$ cat src/hw/rtl/lpsg_pkg.sv
`default_nettype none

package lpsg_pkg;

    // Panel size limits
    localparam int MAX_WIDTH  = 128;
    localparam int MAX_HEIGHT = 256;

    // Field widths
    localparam int POS_W   = 12;
    localparam int CHAN_W  = 8;
    localparam int PWID_W  = 8;
    localparam int PHGT_W  = 9;
    localparam int PKT_W   = 7;
    localparam int SLOT_W  = 8;

    // Configuration port
    localparam int CFG_IDX_W  = 3;
    localparam int CFG_DATA_W = 12;

    localparam logic [CFG_IDX_W-1:0] REG_PANEL_WIDTH   = 3'd0;
    localparam logic [CFG_IDX_W-1:0] REG_PANEL_HEIGHT  = 3'd1;
    localparam logic [CFG_IDX_W-1:0] REG_WINDOW_LEFT   = 3'd2;
    localparam logic [CFG_IDX_W-1:0] REG_WINDOW_TOP    = 3'd3;
    localparam logic [CFG_IDX_W-1:0] REG_WIRING_CORNER = 3'd4;

    // Stream widths (whole bytes)
    localparam int S_TDATA_W = 48;
    localparam int M_TDATA_W = 40;

    // Start corner of the serpentine chain
    typedef enum logic [1:0] {
        CORNER_DOWN_LEFT  = 2'd0,
        CORNER_DOWN_RIGHT = 2'd1,
        CORNER_TOP_LEFT   = 2'd2,
        CORNER_TOP_RIGHT  = 2'd3
    } corner_t;

    typedef struct packed {
        logic [PWID_W-1:0] panel_width;
        logic [PHGT_W-1:0] panel_height;
        logic [POS_W-1:0]  window_left;
        logic [POS_W-1:0]  window_top;
        corner_t           wiring_corner;
    } cfg_t;

    typedef struct packed {
        logic [POS_W-1:0]  pos_x;
        logic [POS_W-1:0]  pos_y;
        logic [CHAN_W-1:0] red;
        logic [CHAN_W-1:0] green;
        logic [CHAN_W-1:0] blue;
    } pixel_t;

    typedef struct packed {
        logic              keep;
        logic [PKT_W-1:0]  packet_index;
        logic [SLOT_W-1:0] slot;
        logic [CHAN_W-1:0] red;
        logic [CHAN_W-1:0] green;
        logic [CHAN_W-1:0] blue;
    } result_t;

    typedef logic [255:0][CHAN_W-1:0] rom_t;

    // Gamma 2.2 table: largest v with v^5 * 255^6 <= i^11, evaluated at elaboration
    function automatic rom_t red_rom_f();
        rom_t                   rom;
        logic [255:0][127:0]    pow5;
        logic [127:0]           k6;
        logic [127:0]           lim;
        int                     v;
        rom  = '0;
        k6   = 128'd1;
        for (int k = 0; k < 6; k++) k6 = k6 * 128'd255;
        for (int c = 0; c < 256; c++) begin
            pow5[c] = 128'd1;
            for (int k = 0; k < 5; k++) pow5[c] = pow5[c] * 128'(c);
        end
        for (int i = 0; i < 256; i++) begin
            lim = 128'd1;
            for (int k = 0; k < 11; k++) lim = lim * 128'(i);
            v = 0;
            for (int c = 1; c < 256; c++) begin
                if (pow5[c] * k6 <= lim) v = c;
            end
            rom[i] = CHAN_W'(v);
        end
        return rom;
    endfunction

    // Gamma 2 table: floor(i*i/255)
    function automatic rom_t square_rom_f();
        rom_t rom;
        rom = '0;
        for (int i = 0; i < 256; i++) rom[i] = CHAN_W'((i * i) / 255);
        return rom;
    endfunction

    localparam rom_t RED_ROM    = red_rom_f();
    localparam rom_t SQUARE_ROM = square_rom_f();

endpackage

`default_nettype wire

$ cat src/hw/rtl/led_panel_serpentine_gamma_map_unit.sv
`default_nettype none

// Serpentine LED panel mapper with gamma correction. Each pixel transfer on the
// s_ side carries frame coordinates and raw RGB; pixels outside the configured
// window (including the last row of an odd-height panel) are dropped, the rest
// leave on the m_ side as a row-pair packet index, an LED slot within that packet
// and gamma-corrected colors (red 2.2, green/blue 2.0). One pixel is taken every
// clock while the m_ side does not stall; a kept pixel passes from the input
// register through the single mapping stage into the result register. Registers
// are written through the cfg_ port, which is always ready; write them only while
// no pixel is in flight.
module led_panel_serpentine_gamma_map_unit (
    input  wire logic                                aclk,
    input  wire logic                                aresetn,
    // Configuration writes
    input  wire logic                                cfg_valid,
    output logic                                     cfg_ready,
    input  wire logic [lpsg_pkg::CFG_IDX_W-1:0]      cfg_index,
    input  wire logic [lpsg_pkg::CFG_DATA_W-1:0]     cfg_data,
    // Pixel input
    input  wire logic                                s_tvalid,
    output logic                                     s_tready,
    // pos_x[11:0], pos_y[23:12], red_in[31:24], green_in[39:32], blue_in[47:40]
    input  wire logic [lpsg_pkg::S_TDATA_W-1:0]      s_tdata,
    // Mapped LED output
    output logic                                     m_tvalid,
    input  wire logic                                m_tready,
    // packet_index[6:0], slot[14:7], red_out[22:15], green_out[30:23],
    // blue_out[38:31], zero[39]
    output logic [lpsg_pkg::M_TDATA_W-1:0]           m_tdata
);

    lpsg_pkg::cfg_t    cfg;
    lpsg_pkg::pixel_t  pix_reg;
    lpsg_pkg::result_t res;
    lpsg_pkg::result_t out_reg;
    logic              in_valid_reg;
    logic              out_valid_reg;
    logic              out_ready;

    lpsg_cfg u_cfg (
        .aclk      (aclk),
        .aresetn   (aresetn),
        .cfg_valid (cfg_valid),
        .cfg_ready (cfg_ready),
        .cfg_index (cfg_index),
        .cfg_data  (cfg_data),
        .cfg       (cfg)
    );

    lpsg_map u_map (
        .cfg (cfg),
        .pix (pix_reg),
        .res (res)
    );

    // Flow control: each stage moves when the stage after it can take data
    assign out_ready = !out_valid_reg || m_tready;
    assign s_tready  = !in_valid_reg || out_ready;

    // Input register
    always_ff @(posedge aclk) begin
        if (!aresetn) begin
            in_valid_reg <= 1'b0;
        end else if (s_tready) begin
            in_valid_reg <= s_tvalid;
        end
    end

    always_ff @(posedge aclk) begin
        if (s_tready && s_tvalid) begin
            pix_reg.pos_x <= s_tdata[11:0];
            pix_reg.pos_y <= s_tdata[23:12];
            pix_reg.red   <= s_tdata[31:24];
            pix_reg.green <= s_tdata[39:32];
            pix_reg.blue  <= s_tdata[47:40];
        end
    end

    // Result register; dropped pixels leave no result
    always_ff @(posedge aclk) begin
        if (!aresetn) begin
            out_valid_reg <= 1'b0;
        end else if (out_ready) begin
            out_valid_reg <= in_valid_reg && res.keep;
        end
    end

    always_ff @(posedge aclk) begin
        if (out_ready && in_valid_reg) begin
            out_reg <= res;
        end
    end

    assign m_tvalid = out_valid_reg;
    assign m_tdata  = {1'b0, out_reg.blue, out_reg.green, out_reg.red,
                       out_reg.slot, out_reg.packet_index};

endmodule

`default_nettype wire

$ cat src/hw/rtl/lpsg_cfg.sv
`default_nettype none

module lpsg_cfg (
    input  wire logic                                aclk,
    input  wire logic                                aresetn,
    input  wire logic                                cfg_valid,
    output logic                                     cfg_ready,
    input  wire logic [lpsg_pkg::CFG_IDX_W-1:0]      cfg_index,
    input  wire logic [lpsg_pkg::CFG_DATA_W-1:0]     cfg_data,
    output lpsg_pkg::cfg_t                           cfg
);

    lpsg_pkg::cfg_t cfg_reg;
    lpsg_pkg::cfg_t cfg_next;

    // Writes are taken every cycle
    assign cfg_ready = 1'b1;
    assign cfg       = cfg_reg;

    // Register decode; unknown indexes are ignored
    always_comb begin
        cfg_next = cfg_reg;
        if (cfg_valid) begin
            unique case (cfg_index)
                lpsg_pkg::REG_PANEL_WIDTH:
                    cfg_next.panel_width = cfg_data[lpsg_pkg::PWID_W-1:0];
                lpsg_pkg::REG_PANEL_HEIGHT:
                    cfg_next.panel_height = cfg_data[lpsg_pkg::PHGT_W-1:0];
                lpsg_pkg::REG_WINDOW_LEFT:
                    cfg_next.window_left = cfg_data[lpsg_pkg::POS_W-1:0];
                lpsg_pkg::REG_WINDOW_TOP:
                    cfg_next.window_top = cfg_data[lpsg_pkg::POS_W-1:0];
                lpsg_pkg::REG_WIRING_CORNER:
                    cfg_next.wiring_corner = lpsg_pkg::corner_t'(cfg_data[1:0]);
                default: ;
            endcase
        end
    end

    always_ff @(posedge aclk) begin
        if (!aresetn) begin
            cfg_reg.panel_width   <= 8'd64;
            cfg_reg.panel_height  <= 9'd32;
            cfg_reg.window_left   <= '0;
            cfg_reg.window_top    <= '0;
            cfg_reg.wiring_corner <= lpsg_pkg::CORNER_DOWN_LEFT;
        end else begin
            cfg_reg <= cfg_next;
        end
    end

endmodule

`default_nettype wire

$ cat src/hw/rtl/lpsg_map.sv
`default_nettype none

module lpsg_map (
    input  wire lpsg_pkg::cfg_t    cfg,
    input  wire lpsg_pkg::pixel_t  pix,
    output lpsg_pkg::result_t      res
);

    logic [lpsg_pkg::PWID_W-1:0]  w;
    logic [lpsg_pkg::PHGT_W-1:0]  h;
    logic [7:0]                   pairs;
    logic [lpsg_pkg::PHGT_W-1:0]  row_lim;
    logic [lpsg_pkg::POS_W-1:0]   lx;
    logic [lpsg_pkg::POS_W-1:0]   ly;
    logic                         in_win;
    logic [7:0]                   lx8;
    logic [lpsg_pkg::PKT_W-1:0]   p;
    logic                         odd;
    logic [lpsg_pkg::PKT_W-1:0]   pkt_rev;
    logic [lpsg_pkg::SLOT_W-1:0]  w2m1;
    logic [lpsg_pkg::SLOT_W-1:0]  slot_a;
    logic [lpsg_pkg::SLOT_W-1:0]  slot_b;
    logic [lpsg_pkg::SLOT_W-1:0]  slot_c;

    // Clamp panel size
    assign w = (cfg.panel_width > 8'(lpsg_pkg::MAX_WIDTH)) ?
               8'(lpsg_pkg::MAX_WIDTH) : cfg.panel_width;
    assign h = (cfg.panel_height > 9'(lpsg_pkg::MAX_HEIGHT)) ?
               9'(lpsg_pkg::MAX_HEIGHT) : cfg.panel_height;
    assign pairs   = h[8:1];
    assign row_lim = {pairs, 1'b0};

    // Window-relative position and window test (odd last row falls outside)
    assign lx = pix.pos_x - cfg.window_left;
    assign ly = pix.pos_y - cfg.window_top;
    assign in_win = (pix.pos_x >= cfg.window_left) && (pix.pos_y >= cfg.window_top)
                 && (lx < {4'b0, w}) && (ly < {3'b0, row_lim});

    assign lx8 = lx[7:0];
    assign p   = ly[7:1];
    assign odd = ly[0];

    // Candidate packet and slot values, all modulo the field widths
    assign pkt_rev = pairs[6:0] - 7'd1 - p;
    assign w2m1    = {w[6:0], 1'b0} - 8'd1;
    assign slot_a  = w2m1 - lx8;
    assign slot_b  = w - 8'd1 - lx8;
    assign slot_c  = w + lx8;

    always_comb begin
        res.keep = in_win;
        unique case (cfg.wiring_corner)
            lpsg_pkg::CORNER_DOWN_LEFT: begin
                res.packet_index = pkt_rev;
                res.slot         = odd ? lx8 : slot_a;
            end
            lpsg_pkg::CORNER_DOWN_RIGHT: begin
                res.packet_index = pkt_rev;
                res.slot         = odd ? slot_b : slot_c;
            end
            lpsg_pkg::CORNER_TOP_LEFT: begin
                res.packet_index = p;
                res.slot         = odd ? slot_c : slot_b;
            end
            default: begin
                res.packet_index = p;
                res.slot         = odd ? slot_a : lx8;
            end
        endcase
        // Gamma lookups
        res.red   = lpsg_pkg::RED_ROM[pix.red];
        res.green = lpsg_pkg::SQUARE_ROM[pix.green];
        res.blue  = lpsg_pkg::SQUARE_ROM[pix.blue];
    end

endmodule

`default_nettype wire
$ cat config.mk
export PLATFORM = sky130hd
export DESIGN_NAME = led_panel_serpentine_gamma_map_unit
export DESIGN_NICKNAME = d
export VERILOG_FILES = /design/src/hw/rtl/lpsg_pkg.sv /design/src/hw/rtl/led_panel_serpentine_gamma_map_unit.sv /design/src/hw/rtl/lpsg_cfg.sv /design/src/hw/rtl/lpsg_map.sv
export SDC_FILE = /design/constraint.sdc
export NUM_CORES = 1
export LEC_CHECK = 0
export BUFFER_PORTS_ARGS = -buffer_cell sky130_fd_sc_hd__buf_2
export CAP_MARGIN = 20
export CORE_MARGIN = 3
export CORE_UTILIZATION = 38
export CTS_BUF_LIST = sky130_fd_sc_hd__clkbuf_4 sky130_fd_sc_hd__clkbuf_8
export CTS_CLUSTER_SIZE = 28
export DETAILED_ROUTE_END_ITERATION = 7
export GPL_ROUTABILITY_DRIVEN = 0
export GPL_TIMING_DRIVEN = 0
export PLACE_DENSITY = 0.57
export SLEW_MARGIN = 20
export SYNTH_ARGS = -nofsm -noshare
export SYNTH_HDL_FRONTEND = slang
export SYNTH_SLANG_ARGS = --single-unit
$ cat constraint.sdc
create_clock -name aclk -period 9.3 [get_ports aclk]
set_input_delay 1.395 -clock aclk [delete_from_list [all_inputs] [get_ports aclk]]
set_output_delay 1.395 -clock aclk [all_outputs]
set_load 0.02 [all_outputs]
**Word-level counts from Yosys, hierarchy flattened**

Memory sizes are Yosys's and may differ from the RTL's. A register that Yosys moved wholly into a read port is not among the register bits.
Index checks and enable logic that the tools add are counted.

- Shift operators: 0
- $mul: 0
- Bitwise gates (word level): 0
- Add/sub/neg operators: 9
- Div/mod/pow operators: 0
- Equal/unequal tests: 6
- Order comparisons: 6
- Multiplexer cells: 7
- Reduce and logical (&&, ||, !) cells: 17

Operator list:

| kind | number |
|---|---|
| $pmux W15 S3 | 1 |
| $mux W8 | 5 |
| $ge A12 B12 Y1 | 2 |
| $sub A12 B12 Y12 | 2 |
| $sub A8 B1 Y8 const B | 2 |
| $sub A8 B8 Y8 | 2 |
| $lt A12 B8 Y1 | 1 |
| $lt A12 B9 Y1 | 1 |
| $reduce_and A2 Y1 | 5 |
| $gt A9 B9 Y1 const B | 1 |
| $mux W9 | 1 |
| $add A8 B8 Y8 | 1 |
| $gt A8 B8 Y1 const B | 1 |
| $sub A7 B1 Y7 const B | 1 |
| $sub A7 B7 Y7 | 1 |
| $eq A3 B2 Y1 const B | 2 |
| $logic_and A1 B1 Y1 | 6 |
| $eq A3 B1 Y1 const B | 1 |
| $eq A3 B3 Y1 const B | 1 |
| $logic_not A3 Y1 | 1 |
| $eq A2 B1 Y1 const B | 1 |
| $eq A2 B2 Y1 const B | 1 |
| $logic_not A1 Y1 | 2 |
| $logic_not A2 Y1 | 1 |
| $logic_or A1 B1 Y1 | 2 |

- Memory bits (writable): 0
- Register bits after elaboration: 108
- Memories kept: 3
- Input port bits: 68
- Latch bits: 0
- Logic and storage cells: 62
- ROM bits: 6144

Memories:

| memory | words | bits a word | read ports | clocked after Yosys merged registers in | write ports | line | source |
|---|---|---|---|---|---|---|---|
| (no name shown) | 256 | 8 | 1 | 1 | 0 | lpsg_map.sv:71 | `res.red = lpsg_pkg::RED_ROM[pix.red];` |
| (no name shown) | 256 | 8 | 1 | 1 | 0 | lpsg_map.sv:72 | `res.green = lpsg_pkg::SQUARE_ROM[pix.green];` |
| (no name shown) | 256 | 8 | 1 | 1 | 0 | lpsg_map.sv:73 | `res.blue = lpsg_pkg::SQUARE_ROM[pix.blue];` |

**Depth between registers and ports, before layout**

Gate-level depths: netlist of run 1.

- Depth after elaboration: 6
- Depth in mapped cells: 17
- Gate-level depth less buffers: 17

**Hierarchy**

From an unflattened synthesis of run 1, not the netlist that was laid out.

- Cell total of the unflattened synthesis: 1483
- Area, all modules: 12204.2 µm²

By module, submodules not included:

| module | sequential area each (µm²) | cells an instance | area an instance (µm²) | times used |
|---|---|---|---|---|
| lpsg_map | 0.0 | 1224 | 7842.5 | 1 |
| led_panel_serpentine_gamma_map_unit | 2652.5 | 99 | 2731.4 | 1 |
| lpsg_cfg | 860.8 | 160 | 1630.3 | 1 |

**Least setup slack after synthesis of run 1**

No wires, ideal clock.

- Path kind: input port to flip-flop
- Start: input port m_tready
- End: register out_valid_reg (netlist: m_tvalid)
- Arrival time: 4345 ps
- Library setup time: 87 ps
- Setup slack: 4868 ps
- Buffers on the path: 0
- Stages on the path: 7
- Cell sequence: nor2b_1 > nor2b_1 > o311a_1 > o2111ai_1 > a2111oi_2 > o2111ai_1 > o31ai_1

- Word-level cells in the longest chain between the ends: 1

Ends and longest elaborated chain:

| item | line | source |
|---|---|---|
| start, declared | led_panel_serpentine_gamma_map_unit.sv:27 | `input wire logic m_tready,` |
| $logic_or A1 B1 Y1 | led_panel_serpentine_gamma_map_unit.sv:58 | `assign out_ready = !out_valid_reg \|\| m_tready;` |
| end signal, assigned | led_panel_serpentine_gamma_map_unit.sv:85 | `out_valid_reg <= in_valid_reg && res.keep;` |
| end, declared | led_panel_serpentine_gamma_map_unit.sv:38 | `logic out_valid_reg;` |

Every way passes these cells.
A chain may end at the register's enable or synchronous reset.

==> results by group, run 1 <==
Status
  – Outcome: finished, violations left
  – Failing checks: design-rule violations

Critical path
  – Worst R2R Start: pix_reg[36]
  – Worst setup SP type: flip-flop
  – Critical path class: reg -> reg
  – Worst-path fanout max: 5
  – Worst R2R End: m_tdata[12]
  – CP Capture Type: flip-flop
  – FF-to-FF setup slack: 4910 ps
  – Reg2Reg Depth: 14
  – Worst EP required: 9530 ps
  – Worst Path Arrival: 4630 ps

Yosys
  – Most frequent cell after synthesis: nand2_1
  – EDFF count, synth: 87
  – Synthesized flop and latch total: 131
  – Share of the synthesized area in the top cell type: 0.212
  – XOR/XNOR share of the synthesized area: 0.0277
  – Mean Syn Cell Area: 7.99 um^2
  – Post-synth cell types: 84
  – Syn_nets: 1712
  – Prevailing post-synth register cell: edfxtp_1
  – Synth async-reset ratio: 0
  – Mapped Area: 12300 um^2
  – Mapped Cells: 1545
  – Yosys Warn Count: 0
  – Register area share after synthesis: 0.283
  – Synth cell count leaders: 206 x nand2_1, 118 x nor2_1, 117 x o21ai_0
  – Synth top area cells: edfxtp_1 21%, ha_1 9.4%, dfxtp_1 7.1%
  – Synth Area in Adders: 0.105
  – Mux cell area share after synthesis: 0.0544
  – Compound-Gate Fraction of Synth Area: 0.267
  – Area leader, netlist: edfxtp_1
  – Synth Area in Simple Gates: 0.191
  – Largest family of logic cells by synthesized area: compound AO/OA/AOI/OAI gates

Finish
  – Utilization after layout: 0.437
  – Layout cell share with drive strength beyond 1: 0.133
  – Diode count: 0
  – Area growth syn-to-layout: 12.6%
  – Max reg flops: 48
  – Net count, final: 1841
  – Layout fillers: 3208

Routing
  – Wire per inst: 18.1 um
  – M1 wire length: 17200 um
  – Highest Signal Layer: met4
  – Metal2 WL: 17100 um
  – WL final: 38400 um
  – Vias per cell: 5.74
  – Drt drc: 2
  – Met3 wire length: 3080 um
  – Vias: 12200
  – Total iterations of the first detailed-routing run: 8
  – Initial DRC count: 1362
  – Antenna viol nets, final: 0

Clocking
  – Clk buf depth: 2
  – Cts-stage hold buffer count: 0
  – CTS tree: done
  – CTS H-Tree Depth: 4
  – Post_cts resized: 0
  – Post-CTS Repair Setup Buffers: 0
  – Clock sink count: 131
  – Clock Latency Late Sink: 500 ps
  – Root Buffer: clkbuf_8
  – Clock slew at reported path FFs: 90 ps
  – TritonCTS Buffers: 17

Power
  – PD cells: 140 nW/um^2
  – Leak: 0.00541 uW
  – VDD IR max: 110 uV

STA
  – Pins Over Slew Limit: 0
  – RSZ-0062 raised after global routing: no
  – Count of final setup violators: 0
  – Relative slew slack: 0.417
  – Hold Violations, Final: 0
  – Actual slew at the worst max-slew pin: 852 ps
  – Period utilization: 0.472
  – Max Clock Freq: 228 MHz
  – Clock Skews: 16.3 ps
  – Final min period: 4390 ps
  – Final TNS setup: 0 ps

Global routing
  – Vias in the first global route: 11500
  – Pin count of the biggest net entering global routing: 35
  – First-pass GRT wire length: 61600 um
  – GRT overflow: 0
  – Initial antenna violation count: 0
  – Global router's overall resource usage: 0.222

Floorplan
  – Initial core utilization: 0.388
  – Core area: 31800 um^2
  – Row count: 65
  – Die width: 186 um
  – Die height: 186 um
  – DIE AREA: 34700 um^2
  – I/O pins: 111

Hold path
  – Cells on Worst Hold Path: 2
  – Hold endpoint: u_cfg.cfg[27]
  – Hold Path Origin: u_cfg.cfg[27]
  – Hold/Removal Path Class: reg -> reg

Place
  – DP HPWL: 28500 um
  – Input/output buffers: 107

Run
  – Max-Cap Viols: 0
cells in the final DEF (no fill, tap or decap), drive strengths merged, types with 10 or more instances in the layout:
cell | Yosys | layout
nor2b | 39 | 39
inv | 93 | 102
nand2 | 206 | 206
xor2 | 13 | 13
mux2i | 18 | 18
xnor2 | 26 | 26
a31oi | 22 | 22
edfxtp | 87 | 87
o22ai | 15 | 15
a21o | 11 | 11
nor2 | 118 | 118
nand3 | 30 | 30
dfxtp | 44 | 44
nor3 | 26 | 26
o21bai | 10 | 10
clkbuf | 74 | 91
a21boi | 41 | 41
a211oi | 36 | 36
mux2 | 13 | 13
ha | 93 | 93
nand2b | 39 | 39
o21ai | 118 | 118
buf | 47 | 157
a21oi | 118 | 118
mux4 | 15 | 15
o211ai | 15 | 15
kinds of logic after synthesis:
group / Yosys count
other: 2
multiplexers: 46
buffers and inverters: 216
flip-flops: 131
adder cells (fa/ha/maj): 100
AND/OR/NAND/NOR: 511
AO/OA/AOI/OAI: 500
XOR/XNOR: 39
power by group:
group | switching [uW] | internal (uW) | leakage (uW)
clock | 291 | 224 | 0.000201
combinational | 459 | 285 | 0.00401
sequential | 17.8 | 664 | 0.00120
total | 768 | 1170 | 0.00541
layout make-up:
class / count / area, um^2 / area share
buffer: 121 / 519 / 0.0373
multi-input combinational: 1198 / 7990 / 0.575
sequential: 131 / 3490 / 0.251
clock inverter: 15 / 164 / 0.0118
inverter: 95 / 357 / 0.0256
clock buffer: 17 / 234 / 0.0168
timing repair buffer: 110 / 603 / 0.0434
tap: 435 / 544 / 0.0391
through the flow:
stage                     total power [uW]  area, um^2  hold slack, ps  std cells  setup slack, ps
after floorplan                       1220       12300             433       1545             4870
after global placement                1420       13400             448       2087             3240
after detailed placement              1420       13500             452       2090             5070
after CTS                             1950       13900             465       2122             5050
after global routing                  2060       13900             490       2122             4840
final                                 1940       13900             459       2122             4910
critical path, cell delays in order (launching register included):
cell and delay, ps:
edfxtp_1 380, inv_1 80, ha_1 160, inv_1 60, fa_1 640, inv_1 170
ha_1 250, fa_1 460, a21o_1 200, a21oi_1 180, xor2_1 220, o21ai_0 90
a2111oi_0 750, a211oi_1 110, or3_1 370
routing by layer:
layer,track usage,up-vias
li1,-,5838
met4,0.0739,0
met5,0,-
met1,0.312,5551
met2,0.347,686
met3,0.0366,105
worst max-delay path by stage:
| stage | start | slack, ps | endpoint |
|---|---|---|---|
| 4_1_cts | pix_reg[36] | 5050 | m_tdata[12] |
| 2_1_floorplan | m_tready | 4870 | m_tvalid |
| 5_1_grt | pix_reg[36] | 4840 | m_tdata[12] |
| 6_report | pix_reg[36] | 4910 | m_tdata[12] |
| 3_5_place_dp | pix_reg[36] | 5070 | m_tdata[12] |
| 3_3_place_gp | m_tready | 3240 | m_tvalid |
No activity file was read; power rests on OpenSTA's default activity.
==> run 2, diff against run 1 <==
clock period = 4.4 ns   (was 9.3 ns; I/O delays follow)
==> run 2 against run 1 <==
Sequential power up 110%. Critical endpoint is now m_tvalid. Setup slack got worse by 4700 ps. Largest cell class unchanged. The run still ends with design-rule violations left. Worst hold slack worse by 130 ps.
==> results by group, run 2 (synthesis results as in run 1) <==
Status
  – Outcome: finished, violations left
  – Failing checks: design-rule violations

Global routing
  – Global router's overall resource usage: 0.222
  – Pin count of the biggest net entering global routing: 35
  – GRT overflow: 0
  – Initial antenna violation count: 0
  – Vias in the first global route: 11500
  – First-pass GRT wire length: 61600 um

Routing
  – Wire per inst: 18.2 um
  – Antenna viol nets, final: 0
  – Initial DRC count: 1362
  – Total iterations of the first detailed-routing run: 8
  – Vias: 12200
  – WL final: 38500 um
  – Vias per cell: 5.76
  – Drt drc: 2

Hold path
  – Hold endpoint: pix_reg[6]
  – Cells on Worst Hold Path: 1
  – Hold/Removal Path Class: in -> reg
  – Hold Path Origin: s_tdata[46]

Clocking
  – CTS tree: done
  – Clk buf depth: 2
  – CTS H-Tree Depth: 4
  – Post-CTS Repair Setup Buffers: 0
  – TritonCTS Buffers: 17
  – Clock slew at reported path FFs: 90 ps
  – Cts-stage hold buffer count: 0
  – Root Buffer: clkbuf_8
  – Clock Latency Late Sink: 500 ps
  – Clock sink count: 131

STA
  – Hold Violations, Final: 0
  – Minimum hold slack: 327 ps
  – Max Clock Freq: 237 MHz
  – Pins Over Slew Limit: 0
  – Clock Skews: 13.8 ps
  – RSZ-0062 raised after global routing: no
  – Actual slew at the worst max-slew pin: 645 ps
  – Relative slew slack: 0.570
  – Final min period: 4220 ps
  – Final TNS setup: 0 ps
  – Count of final setup violators: 0
  – Period utilization: 0.959

Finish
  – Net count, final: 1841
  – Commonest cells after routing, fill and taps aside: 206 x nand2_1, 134 x buf_2, 118 x nor2_1
  – Diode count: 0
  – Leading cell type in the layout, fill and taps excluded: nand2_1
  – Area of the multi-input gates: 7990 um^2
  – Layout fillers: 3208
  – Final instance area: 13900 um^2
  – Max reg flops: 48
  – Layout cell share with drive strength beyond 1: 0.133
  – Area growth syn-to-layout: 12.6%
  – Sequential Area: 3490 um^2

Floorplan
  – I/O pins: 111
  – Initial core utilization: 0.388
  – Row count: 65
  – Die height: 186 um
  – DIE AREA: 34700 um^2
  – Die width: 186 um
  – Core area: 31800 um^2

Critical path
  – Critical path class: reg -> reg
  – CP Capture Type: flip-flop
  – Worst setup SP type: flip-flop
  – FF-to-FF setup slack: 180 ps
  – Worst EP required: 4790 ps
  – Worst R2R Start: pix_reg[37]
  – Worst R2R End: m_tvalid
  – Worst-path fanout max: 8
  – Worst Path Arrival: 4610 ps
  – Reg2Reg Depth: 16

Power
  – Leak: 0.00541 uW
  – VDD IR max: 232 uV
  – PD cells: 295 nW/um^2

Place
  – DP HPWL: 28500 um
  – Placed instance area: 13500 um^2
  – Input/output buffers: 107

Run
  – Max-Cap Viols: 0
==> run 2: cell counts in the layout (fill, tap and decap cells not counted) <==
No cell type changed its count.
==> run 2: worst max-delay path by stage <==
stage                        startpoint           to  slack [ps]  cells after the start
after floorplan                m_tready     m_tvalid         700                      7
after global placement         m_tready     m_tvalid        -920                      8
after detailed placement    pix_reg[36]  m_tdata[12]         170                     14
after CTS                   pix_reg[36]  m_tdata[12]         150                     14
after global routing      u_cfg.cfg[15]     m_tvalid          10                     17
final                       pix_reg[37]     m_tvalid         180                     16
==> run 2: what timing repair did <==
item | CTS | global route
setup endpoints to repair | 0 | 1
gates resized for setup | 0 | 1
endpoints found under the hold margin | 0 | 0
==> run 2: final cells by class <==
type | count | share of cell area
clock buffer | 17 | 0.0168
buffer | 121 | 0.0373
multi-input combinational | 1198 | 0.575
clock inverter | 15 | 0.0118
sequential | 131 | 0.251
tap | 435 | 0.0391
inverter | 95 | 0.0256
timing repair buffer | 110 | 0.0434
==> run 2: power breakdown <==
part	internal, uW	total, uW	switching [uW]
sequential	1400	1440	37.6
combinational	603	1580	973
clock	473	1090	618
total	2480	4110	1630
==> run 2: worst max-delay path, stage by stage (launching register included) <==
cell and delay, ps:
edfxtp_1 430, ha_1 320, nor2b_1 140, o21a_1 160
o21a_1 180, o21ai_0 360, nor2b_1 210, xnor2_1 210
ha_1 290, buf_2 180, nor2b_4 150, a22o_1 170
a311oi_1 290, o21bai_1 160, a2111oi_2 380, o2111ai_1 160
o31ai_1 320
==> run 2: stage by stage <==
step	setup slack, ps	std cells	power [uW]	util
finish	181	2122	4110	0.437
floorplan	703	1545	2590	-
global placement	-923	2087	2990	0.422
global route	11.3	2122	4350	0.437
CTS	150	2122	4110	0.437
detailed placement	169	2090	3000	0.425
==> run 2: routing by layer <==
metal	routed length [um]	global-route usage	up-vias
met5	0	0	-
met4	1030	0.0739	0
met3	2920	0.0366	110
met2	17100	0.347	694
met1	17500	0.312	5570
li1	-	-	5839
